File: src/sv/pfd_pkg.sv
// Shared types, constants and helper functions for the Playfair digraph decryptor.
// Used by every module of the block; depends on nothing else.
package pfd_pkg;

    localparam int unsigned SIDE    = 5;
    localparam int unsigned CELLS   = SIDE * SIDE;
    localparam int unsigned LETTERS = 26;

    localparam logic [4:0] LETTER_J    = 5'd9;
    localparam logic [4:0] LAST_LETTER = 5'(LETTERS - 1);
    localparam logic [4:0] CELL_COUNT  = 5'(CELLS);
    localparam logic [2:0] LAST_INDEX  = 3'(SIDE - 1);

    localparam logic [1:0] MODE_CLEAR   = 2'd0;
    localparam logic [1:0] MODE_KEY     = 2'd1;
    localparam logic [1:0] MODE_DECRYPT = 2'd2;

    typedef enum logic [1:0] {
        K_CLEAR,
        K_KEY,
        K_DECRYPT
    } t_kind;

    typedef struct packed {
        t_kind      kind;
        logic [4:0] a;
        logic [4:0] b;
        logic       bad;
    } t_op;

    typedef struct packed {
        logic full;
        logic empty;
    } t_q_status;

    typedef enum logic [2:0] {
        S_IDLE,
        S_FILL,
        S_POS,
        S_CELL,
        S_OUT
    } t_state;

    function automatic logic [4:0] cell_addr(input logic [2:0] row, input logic [2:0] col);
        return ({2'b00, row} << 2) + {2'b00, row} + {2'b00, col};
    endfunction

    function automatic logic [2:0] prev_index(input logic [2:0] idx);
        return (idx == 3'd0) ? LAST_INDEX : idx - 3'd1;
    endfunction

endpackage

File: src/sv/pfd_front.sv
// Input side of the decryptor: accepts words and sorts them into queue operations.
// Depends on pfd_pkg.
module pfd_front (
    input  logic             i_valid,
    output logic             o_ready,
    input  logic [1:0]       i_mode,
    input  logic [4:0]       i_letter_a,
    input  logic [4:0]       i_letter_b,
    input  pfd_pkg::t_q_status i_q_status,
    output logic             o_push,
    output pfd_pkg::t_op     o_op
);

    logic w_keep;

    assign o_ready = !i_q_status.full;

    always_comb begin
        w_keep      = 1'b1;
        o_op.kind   = pfd_pkg::K_CLEAR;
        o_op.a      = i_letter_a;
        o_op.b      = i_letter_b;
        o_op.bad    = (i_letter_a > pfd_pkg::LAST_LETTER) || (i_letter_b > pfd_pkg::LAST_LETTER)
                   || (i_letter_a == pfd_pkg::LETTER_J) || (i_letter_b == pfd_pkg::LETTER_J);
        case (i_mode)
            pfd_pkg::MODE_CLEAR:   o_op.kind = pfd_pkg::K_CLEAR;
            pfd_pkg::MODE_KEY:     o_op.kind = pfd_pkg::K_KEY;
            pfd_pkg::MODE_DECRYPT: o_op.kind = pfd_pkg::K_DECRYPT;
            default:               w_keep    = 1'b0;
        endcase
    end

    assign o_push = i_valid && !i_q_status.full && w_keep;

endmodule

File: src/sv/pfd_queue.sv
// Two-entry queue of operations between the input side and the execution engine.
// Depends on pfd_pkg.
module pfd_queue (
    input  logic               i_clk,
    input  logic               i_rst_n,
    input  logic               i_push,
    input  pfd_pkg::t_op       i_op,
    input  logic               i_pop,
    output pfd_pkg::t_op       o_op,
    output pfd_pkg::t_q_status o_status
);

    pfd_pkg::t_op r_entry [2];
    logic         r_wptr;
    logic         r_rptr;
    logic [1:0]   r_count;
    logic [1:0]   n_count;

    assign o_op           = r_entry[r_rptr];
    assign o_status.full  = (r_count == 2'd2);
    assign o_status.empty = (r_count == 2'd0);

    always_comb begin
        n_count = r_count;
        if (i_push && !i_pop) begin
            n_count = r_count + 2'd1;
        end else if (!i_push && i_pop) begin
            n_count = r_count - 2'd1;
        end
    end

    always_ff @(posedge i_clk) begin
        if (i_push) begin
            r_entry[r_wptr] <= i_op;
        end
    end

    always_ff @(posedge i_clk) begin
        if (!i_rst_n) begin
            r_wptr  <= 1'b0;
            r_rptr  <= 1'b0;
            r_count <= 2'd0;
        end else begin
            if (i_push) begin
                r_wptr <= !r_wptr;
            end
            if (i_pop) begin
                r_rptr <= !r_rptr;
            end
            r_count <= n_count;
        end
    end

endmodule

File: src/sv/pfd_back.sv
// Execution engine: key square and position memories, completion walk and decrypt lookup.
// Holds the output register. Depends on pfd_pkg.
module pfd_back (
    input  logic               i_clk,
    input  logic               i_rst_n,
    input  pfd_pkg::t_q_status i_q_status,
    input  pfd_pkg::t_op       i_q_op,
    output logic               o_q_pop,
    output logic               o_valid,
    input  logic               i_ready,
    output logic [4:0]         o_plain_a,
    output logic [4:0]         o_plain_b,
    output logic               o_status
);

    pfd_pkg::t_state r_state;
    pfd_pkg::t_state n_state;

    logic [4:0] r_square [pfd_pkg::CELLS];
    logic [5:0] r_pos    [pfd_pkg::LETTERS];

    logic [25:0] r_used;
    logic [4:0]  r_filled;
    logic [2:0]  r_fill_row;
    logic [2:0]  r_fill_col;
    logic        r_complete;
    logic [4:0]  r_walk;
    logic [4:0]  r_a;
    logic [4:0]  r_b;
    logic        r_bad;
    logic [5:0]  r_pos_a;
    logic [5:0]  r_pos_b;
    logic [4:0]  r_cell_a;
    logic [4:0]  r_cell_b;
    logic        r_out_valid;
    logic [4:0]  r_out_a;
    logic [4:0]  r_out_b;
    logic        r_out_status;

    logic [31:0] w_used_ext;
    logic        w_room;
    logic        w_out_free;
    logic        w_wr_en;
    logic [4:0]  w_wr_letter;
    logic        w_pos_rd;
    logic [4:0]  w_pos_addr_a;
    logic [4:0]  w_pos_addr_b;
    logic        w_sq_rd;
    logic [4:0]  w_sq_addr_a;
    logic [4:0]  w_sq_addr_b;
    logic        w_out_load;
    logic        w_walk_start;
    logic        w_walk_done;
    logic [2:0]  w_ra;
    logic [2:0]  w_ca;
    logic [2:0]  w_rb;
    logic [2:0]  w_cb;

    assign w_used_ext = {6'b000000, r_used};
    assign w_room     = (r_filled < pfd_pkg::CELL_COUNT);
    assign w_out_free = !r_out_valid || i_ready;
    assign w_walk_done = (r_walk == pfd_pkg::LAST_LETTER);

    assign w_ra = r_pos_a[5:3];
    assign w_ca = r_pos_a[2:0];
    assign w_rb = r_pos_b[5:3];
    assign w_cb = r_pos_b[2:0];

    always_comb begin
        n_state = r_state;
        case (r_state)
            pfd_pkg::S_IDLE: begin
                if (!i_q_status.empty && i_q_op.kind == pfd_pkg::K_DECRYPT) begin
                    if (!r_complete) begin
                        n_state = pfd_pkg::S_FILL;
                    end else if (i_q_op.bad) begin
                        n_state = pfd_pkg::S_OUT;
                    end else begin
                        n_state = pfd_pkg::S_CELL;
                    end
                end
            end
            pfd_pkg::S_FILL: begin
                if (w_walk_done) begin
                    n_state = r_bad ? pfd_pkg::S_OUT : pfd_pkg::S_POS;
                end
            end
            pfd_pkg::S_POS:  n_state = pfd_pkg::S_CELL;
            pfd_pkg::S_CELL: n_state = pfd_pkg::S_OUT;
            pfd_pkg::S_OUT: begin
                if (w_out_free) begin
                    n_state = pfd_pkg::S_IDLE;
                end
            end
            default: n_state = pfd_pkg::S_IDLE;
        endcase
    end

    always_comb begin
        o_q_pop      = 1'b0;
        w_wr_en      = 1'b0;
        w_wr_letter  = i_q_op.a;
        w_pos_rd     = 1'b0;
        w_pos_addr_a = r_a;
        w_pos_addr_b = r_b;
        w_sq_rd      = 1'b0;
        w_out_load   = 1'b0;
        w_walk_start = 1'b0;
        case (r_state)
            pfd_pkg::S_IDLE: begin
                o_q_pop      = !i_q_status.empty;
                w_pos_addr_a = i_q_op.a;
                w_pos_addr_b = i_q_op.b;
                if (!i_q_status.empty) begin
                    case (i_q_op.kind)
                        pfd_pkg::K_KEY: begin
                            w_wr_en = (i_q_op.a <= pfd_pkg::LAST_LETTER)
                                   && !w_used_ext[i_q_op.a] && w_room;
                        end
                        pfd_pkg::K_DECRYPT: begin
                            w_walk_start = !r_complete;
                            w_pos_rd     = r_complete && !i_q_op.bad;
                        end
                        default: ;
                    endcase
                end
            end
            pfd_pkg::S_FILL: begin
                w_wr_letter = r_walk;
                w_wr_en     = !w_used_ext[r_walk] && w_room;
            end
            pfd_pkg::S_POS:  w_pos_rd   = 1'b1;
            pfd_pkg::S_CELL: w_sq_rd    = 1'b1;
            pfd_pkg::S_OUT:  w_out_load = w_out_free;
            default: ;
        endcase
    end

    always_comb begin
        if (w_ra == w_rb) begin
            w_sq_addr_a = pfd_pkg::cell_addr(w_ra, pfd_pkg::prev_index(w_ca));
            w_sq_addr_b = pfd_pkg::cell_addr(w_rb, pfd_pkg::prev_index(w_cb));
        end else if (w_ca == w_cb) begin
            w_sq_addr_a = pfd_pkg::cell_addr(pfd_pkg::prev_index(w_ra), w_ca);
            w_sq_addr_b = pfd_pkg::cell_addr(pfd_pkg::prev_index(w_rb), w_cb);
        end else begin
            w_sq_addr_a = pfd_pkg::cell_addr(w_ra, w_cb);
            w_sq_addr_b = pfd_pkg::cell_addr(w_rb, w_ca);
        end
    end

    always_ff @(posedge i_clk) begin
        if (w_wr_en) begin
            r_square[r_filled] <= w_wr_letter;
            r_pos[w_wr_letter] <= {r_fill_row, r_fill_col};
        end
        if (w_pos_rd) begin
            r_pos_a <= r_pos[w_pos_addr_a];
            r_pos_b <= r_pos[w_pos_addr_b];
        end
        if (w_sq_rd) begin
            r_cell_a <= r_square[w_sq_addr_a];
            r_cell_b <= r_square[w_sq_addr_b];
        end
    end

    always_ff @(posedge i_clk) begin
        if (o_q_pop) begin
            r_a   <= i_q_op.a;
            r_b   <= i_q_op.b;
            r_bad <= i_q_op.bad;
        end
        if (w_walk_start) begin
            r_walk <= 5'd0;
        end else if (r_state == pfd_pkg::S_FILL) begin
            r_walk <= r_walk + 5'd1;
        end
        if (w_out_load) begin
            r_out_a      <= r_bad ? 5'd0 : r_cell_a;
            r_out_b      <= r_bad ? 5'd0 : r_cell_b;
            r_out_status <= r_bad;
        end
    end

    always_ff @(posedge i_clk) begin
        if (!i_rst_n) begin
            r_state     <= pfd_pkg::S_IDLE;
            r_used      <= 26'd1 << pfd_pkg::LETTER_J;
            r_filled    <= 5'd0;
            r_fill_row  <= 3'd0;
            r_fill_col  <= 3'd0;
            r_complete  <= 1'b0;
            r_out_valid <= 1'b0;
        end else begin
            r_state <= n_state;
            if (o_q_pop && i_q_op.kind == pfd_pkg::K_CLEAR) begin
                r_used     <= 26'd1 << pfd_pkg::LETTER_J;
                r_filled   <= 5'd0;
                r_fill_row <= 3'd0;
                r_fill_col <= 3'd0;
                r_complete <= 1'b0;
            end else if (w_wr_en) begin
                r_used   <= r_used | (26'd1 << w_wr_letter);
                r_filled <= r_filled + 5'd1;
                if (r_fill_col == pfd_pkg::LAST_INDEX) begin
                    r_fill_col <= 3'd0;
                    r_fill_row <= r_fill_row + 3'd1;
                end else begin
                    r_fill_col <= r_fill_col + 3'd1;
                end
            end
            if (r_state == pfd_pkg::S_FILL && w_walk_done) begin
                r_complete <= 1'b1;
            end
            if (w_out_load) begin
                r_out_valid <= 1'b1;
            end else if (i_ready) begin
                r_out_valid <= 1'b0;
            end
        end
    end

    assign o_valid   = r_out_valid;
    assign o_plain_a = r_out_a;
    assign o_plain_b = r_out_b;
    assign o_status  = r_out_status;

endmodule

File: src/sv/playfair_digraph_decrypt.sv
// Playfair digraph decryptor with a built-in 5x5 key square: top level.
// Instantiates pfd_front, pfd_queue and pfd_back; depends on pfd_pkg.
//
// The input channel (i_valid / o_ready) takes one word per handshake: a mode,
// and one or two letters. Mode 0 clears the square, mode 1 adds a key letter,
// mode 2 decrypts a pair, and mode 3 is taken and dropped. Only mode 2 gives a
// word on the output channel (o_valid / i_ready): two plaintext letters and a
// status bit that is set, with both letters zero, when either letter is j or
// above z. A two-entry queue sits between the input side and the engine.
// Clear and key words are handled as they leave the queue head. A decrypt goes
// from the queue head to the output register through the position memory read,
// the square memory read and the output load; a pair with j or a letter above z
// skips both reads. The first decrypt after key entry adds the walk that fills
// the free cells, plus a separate position read state when the pair is good.
// Reset empties the queue and the output register and leaves an empty square.
// When the receiver stalls, the result holds in the output register, the
// engine stops at its next result, and the queue keeps taking words until full.
module playfair_digraph_decrypt (
    input  logic       i_clk,
    input  logic       i_rst_n,
    input  logic       i_valid,
    output logic       o_ready,
    input  logic [1:0] i_mode,
    input  logic [4:0] i_letter_a,
    input  logic [4:0] i_letter_b,
    output logic       o_valid,
    input  logic       i_ready,
    output logic [4:0] o_plain_a,
    output logic [4:0] o_plain_b,
    output logic       o_status
);

    pfd_pkg::t_q_status w_q_status;
    pfd_pkg::t_op       w_push_op;
    pfd_pkg::t_op       w_head_op;
    logic               w_push;
    logic               w_pop;

    pfd_front u_front (
        .i_valid    (i_valid),
        .o_ready    (o_ready),
        .i_mode     (i_mode),
        .i_letter_a (i_letter_a),
        .i_letter_b (i_letter_b),
        .i_q_status (w_q_status),
        .o_push     (w_push),
        .o_op       (w_push_op)
    );

    pfd_queue u_queue (
        .i_clk    (i_clk),
        .i_rst_n  (i_rst_n),
        .i_push   (w_push),
        .i_op     (w_push_op),
        .i_pop    (w_pop),
        .o_op     (w_head_op),
        .o_status (w_q_status)
    );

    pfd_back u_back (
        .i_clk      (i_clk),
        .i_rst_n    (i_rst_n),
        .i_q_status (w_q_status),
        .i_q_op     (w_head_op),
        .o_q_pop    (w_pop),
        .o_valid    (o_valid),
        .i_ready    (i_ready),
        .o_plain_a  (o_plain_a),
        .o_plain_b  (o_plain_b),
        .o_status   (o_status)
    );

endmodule
File: config.mk
export PLATFORM = sky130hd
export DESIGN_NAME = playfair_digraph_decrypt
export DESIGN_NICKNAME = d
export VERILOG_FILES = /design/src/sv/pfd_pkg.sv /design/src/sv/pfd_front.sv /design/src/sv/pfd_queue.sv /design/src/sv/pfd_back.sv /design/src/sv/playfair_digraph_decrypt.sv
export SDC_FILE = /design/constraint.sdc
export NUM_CORES = 1
export LEC_CHECK = 0
export ABC_CLOCK_PERIOD_IN_PS = 7550
export BUFFER_PORTS_ARGS = -buffer_cell sky130_fd_sc_hd__buf_4
export CAP_MARGIN = 10
export CORE_UTILIZATION = 40
export CTS_CLUSTER_DIAMETER = 150
export CTS_CLUSTER_SIZE = 28
export DETAILED_ROUTE_END_ITERATION = 8
export PLACE_DENSITY = 0.65
export RECOVER_POWER = 25
export REMOVE_ABC_BUFFERS = 1
export SLEW_MARGIN = 0
export SYNTH_ARGS = -nofsm -noshare
export SYNTH_HDL_FRONTEND = slang
export SYNTH_SLANG_ARGS = --single-unit
export TNS_END_PERCENT = 30
File: constraint.sdc
create_clock -name i_clk -period 7.55 [get_ports i_clk]
set_clock_uncertainty 0.05 [all_clocks]
set_input_delay 1.1325 -clock i_clk [delete_from_list [all_inputs] [get_ports i_clk]]
set_output_delay 1.1325 -clock i_clk [all_outputs]
set_load 0.005 [all_outputs]
[Word level (Yosys, flattened, before mapping)]
Memory sizes are Yosys's and may differ from the RTL's. A register that Yosys moved wholly into a read port is not among the register bits.
Cells that the tools add are included.
Operators by class
  equal/unequal tests: 18
  bitwise logic cells: 2
  reduce and logical (&&, ||, !) cells: 41
  shift operators: 1
  multiplexer cells: 49
  $add $sub $neg: 20
  order comparisons: 6
Operators with widths (count)
  $add 5x3->5: 10
  $mux 5: 7
  $mux 3: 11
  $or 26x26->26: 1
  $shl 1x5->26 const A: 1
  $mux 1: 23
  $logic_not 3->1: 5
  $pmux 3 s5: 1
  $lt 5x6->1 const B: 2
  $sub 3x1->3 const B: 4
  $logic_and 1x1->1: 11
  $logic_not 1->1: 11
  $add 5x1->5 const B: 2
  $bmux 1 s5: 2
  $eq 5x4->1 const B: 2
  $gt 5x5->1 const B: 2
  $add 3x1->3 const B: 2
  $eq 2x2->1 const B: 3
  $eq 3x2->1 const B: 2
  $eq 3x3->1: 2
  $eq 3x3->1 const B: 2
  $logic_not 2->1: 3
  $ne 2x1->1 const B: 3
  $reduce_bool 2->1: 3
  other kinds (16): 22
Word-level totals
  bits in writable memories: 307
  memories: 3
  logic and storage cells: 157
  flip-flop bits (word level): 73
  output and inout bits: 13
Memory list
  u_back.r_pos: depth 26, width 6, rd ports 2, clocked after memory_dff 2, write ports 1, RTL line pfd_back.sv:20  | logic [5:0] r_pos [pfd_pkg::LETTERS];
  u_back.r_square: depth 25, width 5, rd ports 2, clocked after memory_dff 2, write ports 1, RTL line pfd_back.sv:19  | logic [4:0] r_square [pfd_pkg::CELLS];
  u_queue.r_entry: depth 2, width 13, rd ports 1, clocked after memory_dff 1, write ports 1, RTL line pfd_queue.sv:13  | pfd_pkg::t_op r_entry [2];

[Logic depth before layout (Yosys ltp)]
  depth in word-level cells: 10
  depth in mapped cells: 16
  depth with buffers taken out: 14

[Modules after synthesis]
A second synthesis with hierarchy kept.
Unflattened totals
  cells, all modules: 1518
  area total of the unflattened synthesis: 20347.0 um2
Modules (own cells, without submodules)
  pfd_back: times used 1, area each 19048.3 um2, cells each 1434
  pfd_queue: times used 1, area each 1151.1 um2, cells each 62
  pfd_front: times used 1, area each 147.6 um2, cells each 22

[Worst setup path after synthesis]
Ideal clock, no wire load.
  path type: register -> register
  from: reg u_back.r_pos_a[0], read port of u_back.r_pos
  to: reg u_back.r_cell_a[1], read port of u_back.r_square (data pin)
  cell stages (with the launch flop): 16
  setup time: 0.256 ns
  buffers on the path: 3
  path slack: 3.724 ns
  arrival time: 3.520 ns
  cells stage by stage: edfxtp_1 clkbuf_1 nor2_1 ha_1 nor2_1 ha_1 inv_1 fa_1 and4_1 a31oi_1 clkbuf_1 buf_2 mux2_2 o2111ai_1 o21ai_0 a22o_1
On the way
  cells in the longest elaborated chain, start to end: 4
Ends and longest elaborated chain
  start: declaration: RTL line pfd_back.sv:31  | logic [5:0] r_pos_a;
  $sub 3x1->3 or $logic_not 3->1 (tied branches): RTL line pfd_pkg.sv:49  | return (idx == 3'd0) ? LAST_INDEX : idx - 3'd1;
  $mux 3: RTL line pfd_pkg.sv:49
  $add 5x3->5: RTL line pfd_pkg.sv:45  | return ({2'b00, row} << 2) + {2'b00, row} + {2'b00, col};
  $mux 5 *: RTL line pfd_back.sv:140  | if (w_ra == w_rb) begin
  end: declaration: RTL line pfd_back.sv:33  | logic [4:0] r_cell_a;
Mark *: on every way between the ends. The rest lies on a longest branch, timed or not.
A chain may end at the register's enable or synchronous reset.

==> flow_summary.json <==
{
  "total_power_mw": 6.577,
  "fin_setup_tns_ps": 0,
  "synth_compound_area_share_pct": 8.487,
  "relSlewSlack_pct": -10.76,
  "cts_hold_buffers": 0,
  "die_area_um2": 52250,
  "final_common_cell": "edfxtp_1",
  "synth-edff-count": 351,
  "setup_viol": 0,
  "nets": 1628,
  "synthArstFlopShare_pct": 0,
  "grt_max_degree": 49,
  "final_cell_mix": "edfxtp_1 (351), nand2_1 (183), mux2i_1 (120)",
  "status": "finished with violations",
  "drv_slew": 61,
  "post_cts_buffers": 0,
  "maxCapViolCount": 2,
  "vias": 13380,
  "place_congestion": 0.8899,
  "drt-total-wl_um": 51430,
  "layoutNonFillerInstCount": 2251,
  "coreArea_um2": 50380,
  "pre_cts_slack_ps": 2439,
  "ys.warnings.count": 0,
  "synth_cell_types": 67,
  "place_area_um2": 21610,
  "synthCells": 1574,
  "holdPathStages": 2,
  "ant_nets": 0,
  "wl_per_cell_um": 22.85,
  "initial_core_util_pct": 40.77,
  "rrSetupSlack_ps": 2430,
  "criticalPathCategory": "reg -> reg",
  "worstRegToRegCells": 9,
  "grtUsageTotal_pct": 19.42,
  "num_io_pins": 29,
  "muxShareOfSynthArea_pct": 17.30,
  "dpl.hpwl_um": 35180,
  "fill_cells": 4503,
  "antenna_found_initial": 0,
  "core.rowCount": 82,
  "synth_area_um2": 20540,
  "placed_cells": 2215,
  "drtIter0Drc": 1510,
  "critPathCapture": "u_back.r_pos[18][1]$_DFFE_PP_",
  "ctsResizeCount": 0,
  "drc": 0,
  "violations": "max-capacitance violations, max-slew violations",
  "syn2layout_area_growth_pct": 7.616,
  "clock-sinks": 403,
  "wl_met1_um": 21840,
  "drive_gt1_share_pct": 14.32,
  "synth_xor_area_share_pct": 1.365,
  "numPortBuffers": 28,
  "p_leak_nw": 7.464,
  "r2r_end": "u_back.r_pos[18][1]$_DFFE_PP_",
  "p_per_area_nw_per_um2": 297.6,
  "wl_met3_um": 3468,
  "yosys.area_share.simple_pct": 10.89,
  "fin_crit_sh_pct": 67.82,
  "synth_fa_ha_area_share_pct": 3.022,
  "die_h_um": 228.6,
  "max_slew.worst_pin.slew_ps": 1661,
  "required_ps": 7690,
  "cts_buffer_depth": 3,
  "holdWs_ps": 425.5,
  "hold_path.class": "reg -> reg",
  "fin_crit_ps": 5120,
  "syn_area_per_cell_um2": 13.05,
  "synth_flop_cell": "edfxtp_1",
  "grt_pass1_wl_um": 78610,
  "grt_remaining_overflow": 0,
  "rsz0062_at_grt": "false",
  "critPathMaxFanout": 21,
  "hold_viol": 0,
  "top_layer": "met4",
  "clock_latency_ps": 560,
  "utilization_pct": 43.87,
  "die_x_um": 228.6,
  "ys_ff_latch": 403,
  "dr.pass1.iters": 5,
  "vdd_drop_max_mv": 0.3032,
  "fmax_mhz": 195.3,
  "end_kind": "register",
  "clkTransAtPathRegs_ps": 110,
  "final_cell_area_um2": 22100,
  "synth_top_family_by_area": "multiplexers",
  "grt_pass1_vias": 12960,
  "setup_ws_ps": 2430,
  "met2_length_um": 25070,
  "cts_tree": "done",
  "ys_seq_area_share_pct": 56.39,
  "numCtsBuffers": 18,
  "vias_per_cell": 5.945,
  "cts_root_buf": "clkbuf_16",
  "htreeDepth": 1,
  "startpoint_type": "register",
  "crit_arrival_ps": 5260
}
-- area by class of cell --
class,count,area [µm²],area share [%]
flip-flops and latches,403,11580,52.40
multi-input cells,1037,8553,38.70
well taps,672,840.8,3.805
clock buffers,29,491.7,2.225
repair buffers,68,449.2,2.033
inverters,38,142.6,0.6454
clock inverters,3,38.79,0.1755
diodes,1,2.502,0.01132
-- synthesized netlist by cell type, types with 4 or more instances --
master,count,area [µm²]
edfxtp_1,351,10540
nand2_1,183,686.9
mux2i_1,123,1231
mux4_2,82,1847
clkbuf_1,70,262.8
dfxtp_1,52,1041
nor2_1,49,183.9
o21ai_0,47,235.2
nand3_1,42,210.2
mux2_2,41,461.7
ha_1,40,500.5
inv_1,38,142.6
nor3_1,37,185.2
nor2b_1,36,225.2
a211oi_1,32,240.2
a21oi_1,28,140.1
and3_1,25,156.4
xnor2_1,20,175.2
a31oi_1,18,112.6
and2_1,17,106.4
o211ai_1,17,127.6
or3_1,17,106.4
a21o_1,15,112.6
buf_2,14,70.07
buf_1,12,45.04
nand4_1,12,75.07
o21a_1,12,90.09
xor2_1,12,105.1
nor4_1,10,62.56
o21ai_1,10,50.05
o31ai_1,9,67.56
nand2b_1,7,43.79
o22ai_1,7,43.79
fa_1,6,120.1
nor3b_1,6,45.04
o41ai_1,6,52.55
a311oi_1,5,43.79
o211a_1,5,50.05
a22o_1,4,35.03
o221ai_1,4,35.03
o31a_1,4,35.03
-- sequential cells by signal (all words and copies together), names as in the netlist, 2 cells and up, named ones only --
name and flops:
u_back.o_plain_b 5, u_back.r_pos 156, u_back.r_pos_a 6, u_queue.r_entry 26, u_back.r_fill_row 3, u_back.o_plain_a 5, u_back.r_state 3, u_back.r_square 125
u_back.r_cell_b 5, u_queue.r_count 2, u_back.r_cell_a 5, u_back.r_a 5, u_back.r_walk 5, u_back.r_b 5, u_back.r_used 26, u_back.r_pos_b 6
u_back.r_filled 5, u_back.r_fill_col 3
-- worst max-delay path, stage by stage, from the launching register on --
cell,delay (ps)
dfxtp_1,930
mux2i_2,280
buf_4,280
mux4_2,530
a211o_1,300
a311o_1,330
o221ai_1,220
buf_4,220
nand2_1,490
nor4_1,1110
-- worst min-delay path by stage --
stage | startpoint | endpoint
finish | u_back.r_used[14]$_SDFFE_PP0P_ | u_back.r_used[14]$_SDFFE_PP0P_
global route | u_back.r_used[14]$_SDFFE_PP0P_ | u_back.r_used[14]$_SDFFE_PP0P_
CTS | u_back.r_used[13]$_SDFFE_PP0P_ | u_back.r_used[13]$_SDFFE_PP0P_
detailed placement | u_back.r_used[13]$_SDFFE_PP0P_ | u_back.r_used[13]$_SDFFE_PP0P_
global placement | u_back.r_used[13]$_SDFFE_PP0P_ | u_back.r_used[13]$_SDFFE_PP0P_
floorplan | u_back.r_used[11]$_SDFFE_PP0P_ | u_back.r_used[11]$_SDFFE_PP0P_
-- where the power goes --
part	leakage, nW	internal (mW)	switching (mW)
combinational	3.74	0.934	1.64
clock	0.253	0.465	0.692
sequential	3.47	2.73	0.121
total	7.46	4.13	2.45
-- layer usage --
| layer | up-vias | track usage [%] |
|---|---|---|
| li1 | 6045 | - |
| met1 | 6782 | 26.90 |
| met2 | 494 | 32.21 |
| met3 | 61 | 2.720 |
| met4 | 0 | 4.593 |
| met5 | - | 0 |
-- cell families (layout without fill, tap and decap cells) --
family,Yosys count,in the layout
AOI/OAI and AO/OA,253,253
xor gates and xnor gates,32,32
adders and majority gates,46,46
buffers and inverters,134,138
DFF,403,403
muxes,247,247
other,0,1
and+or+nand+nor,459,459
(Power assumes the default switching activity.)
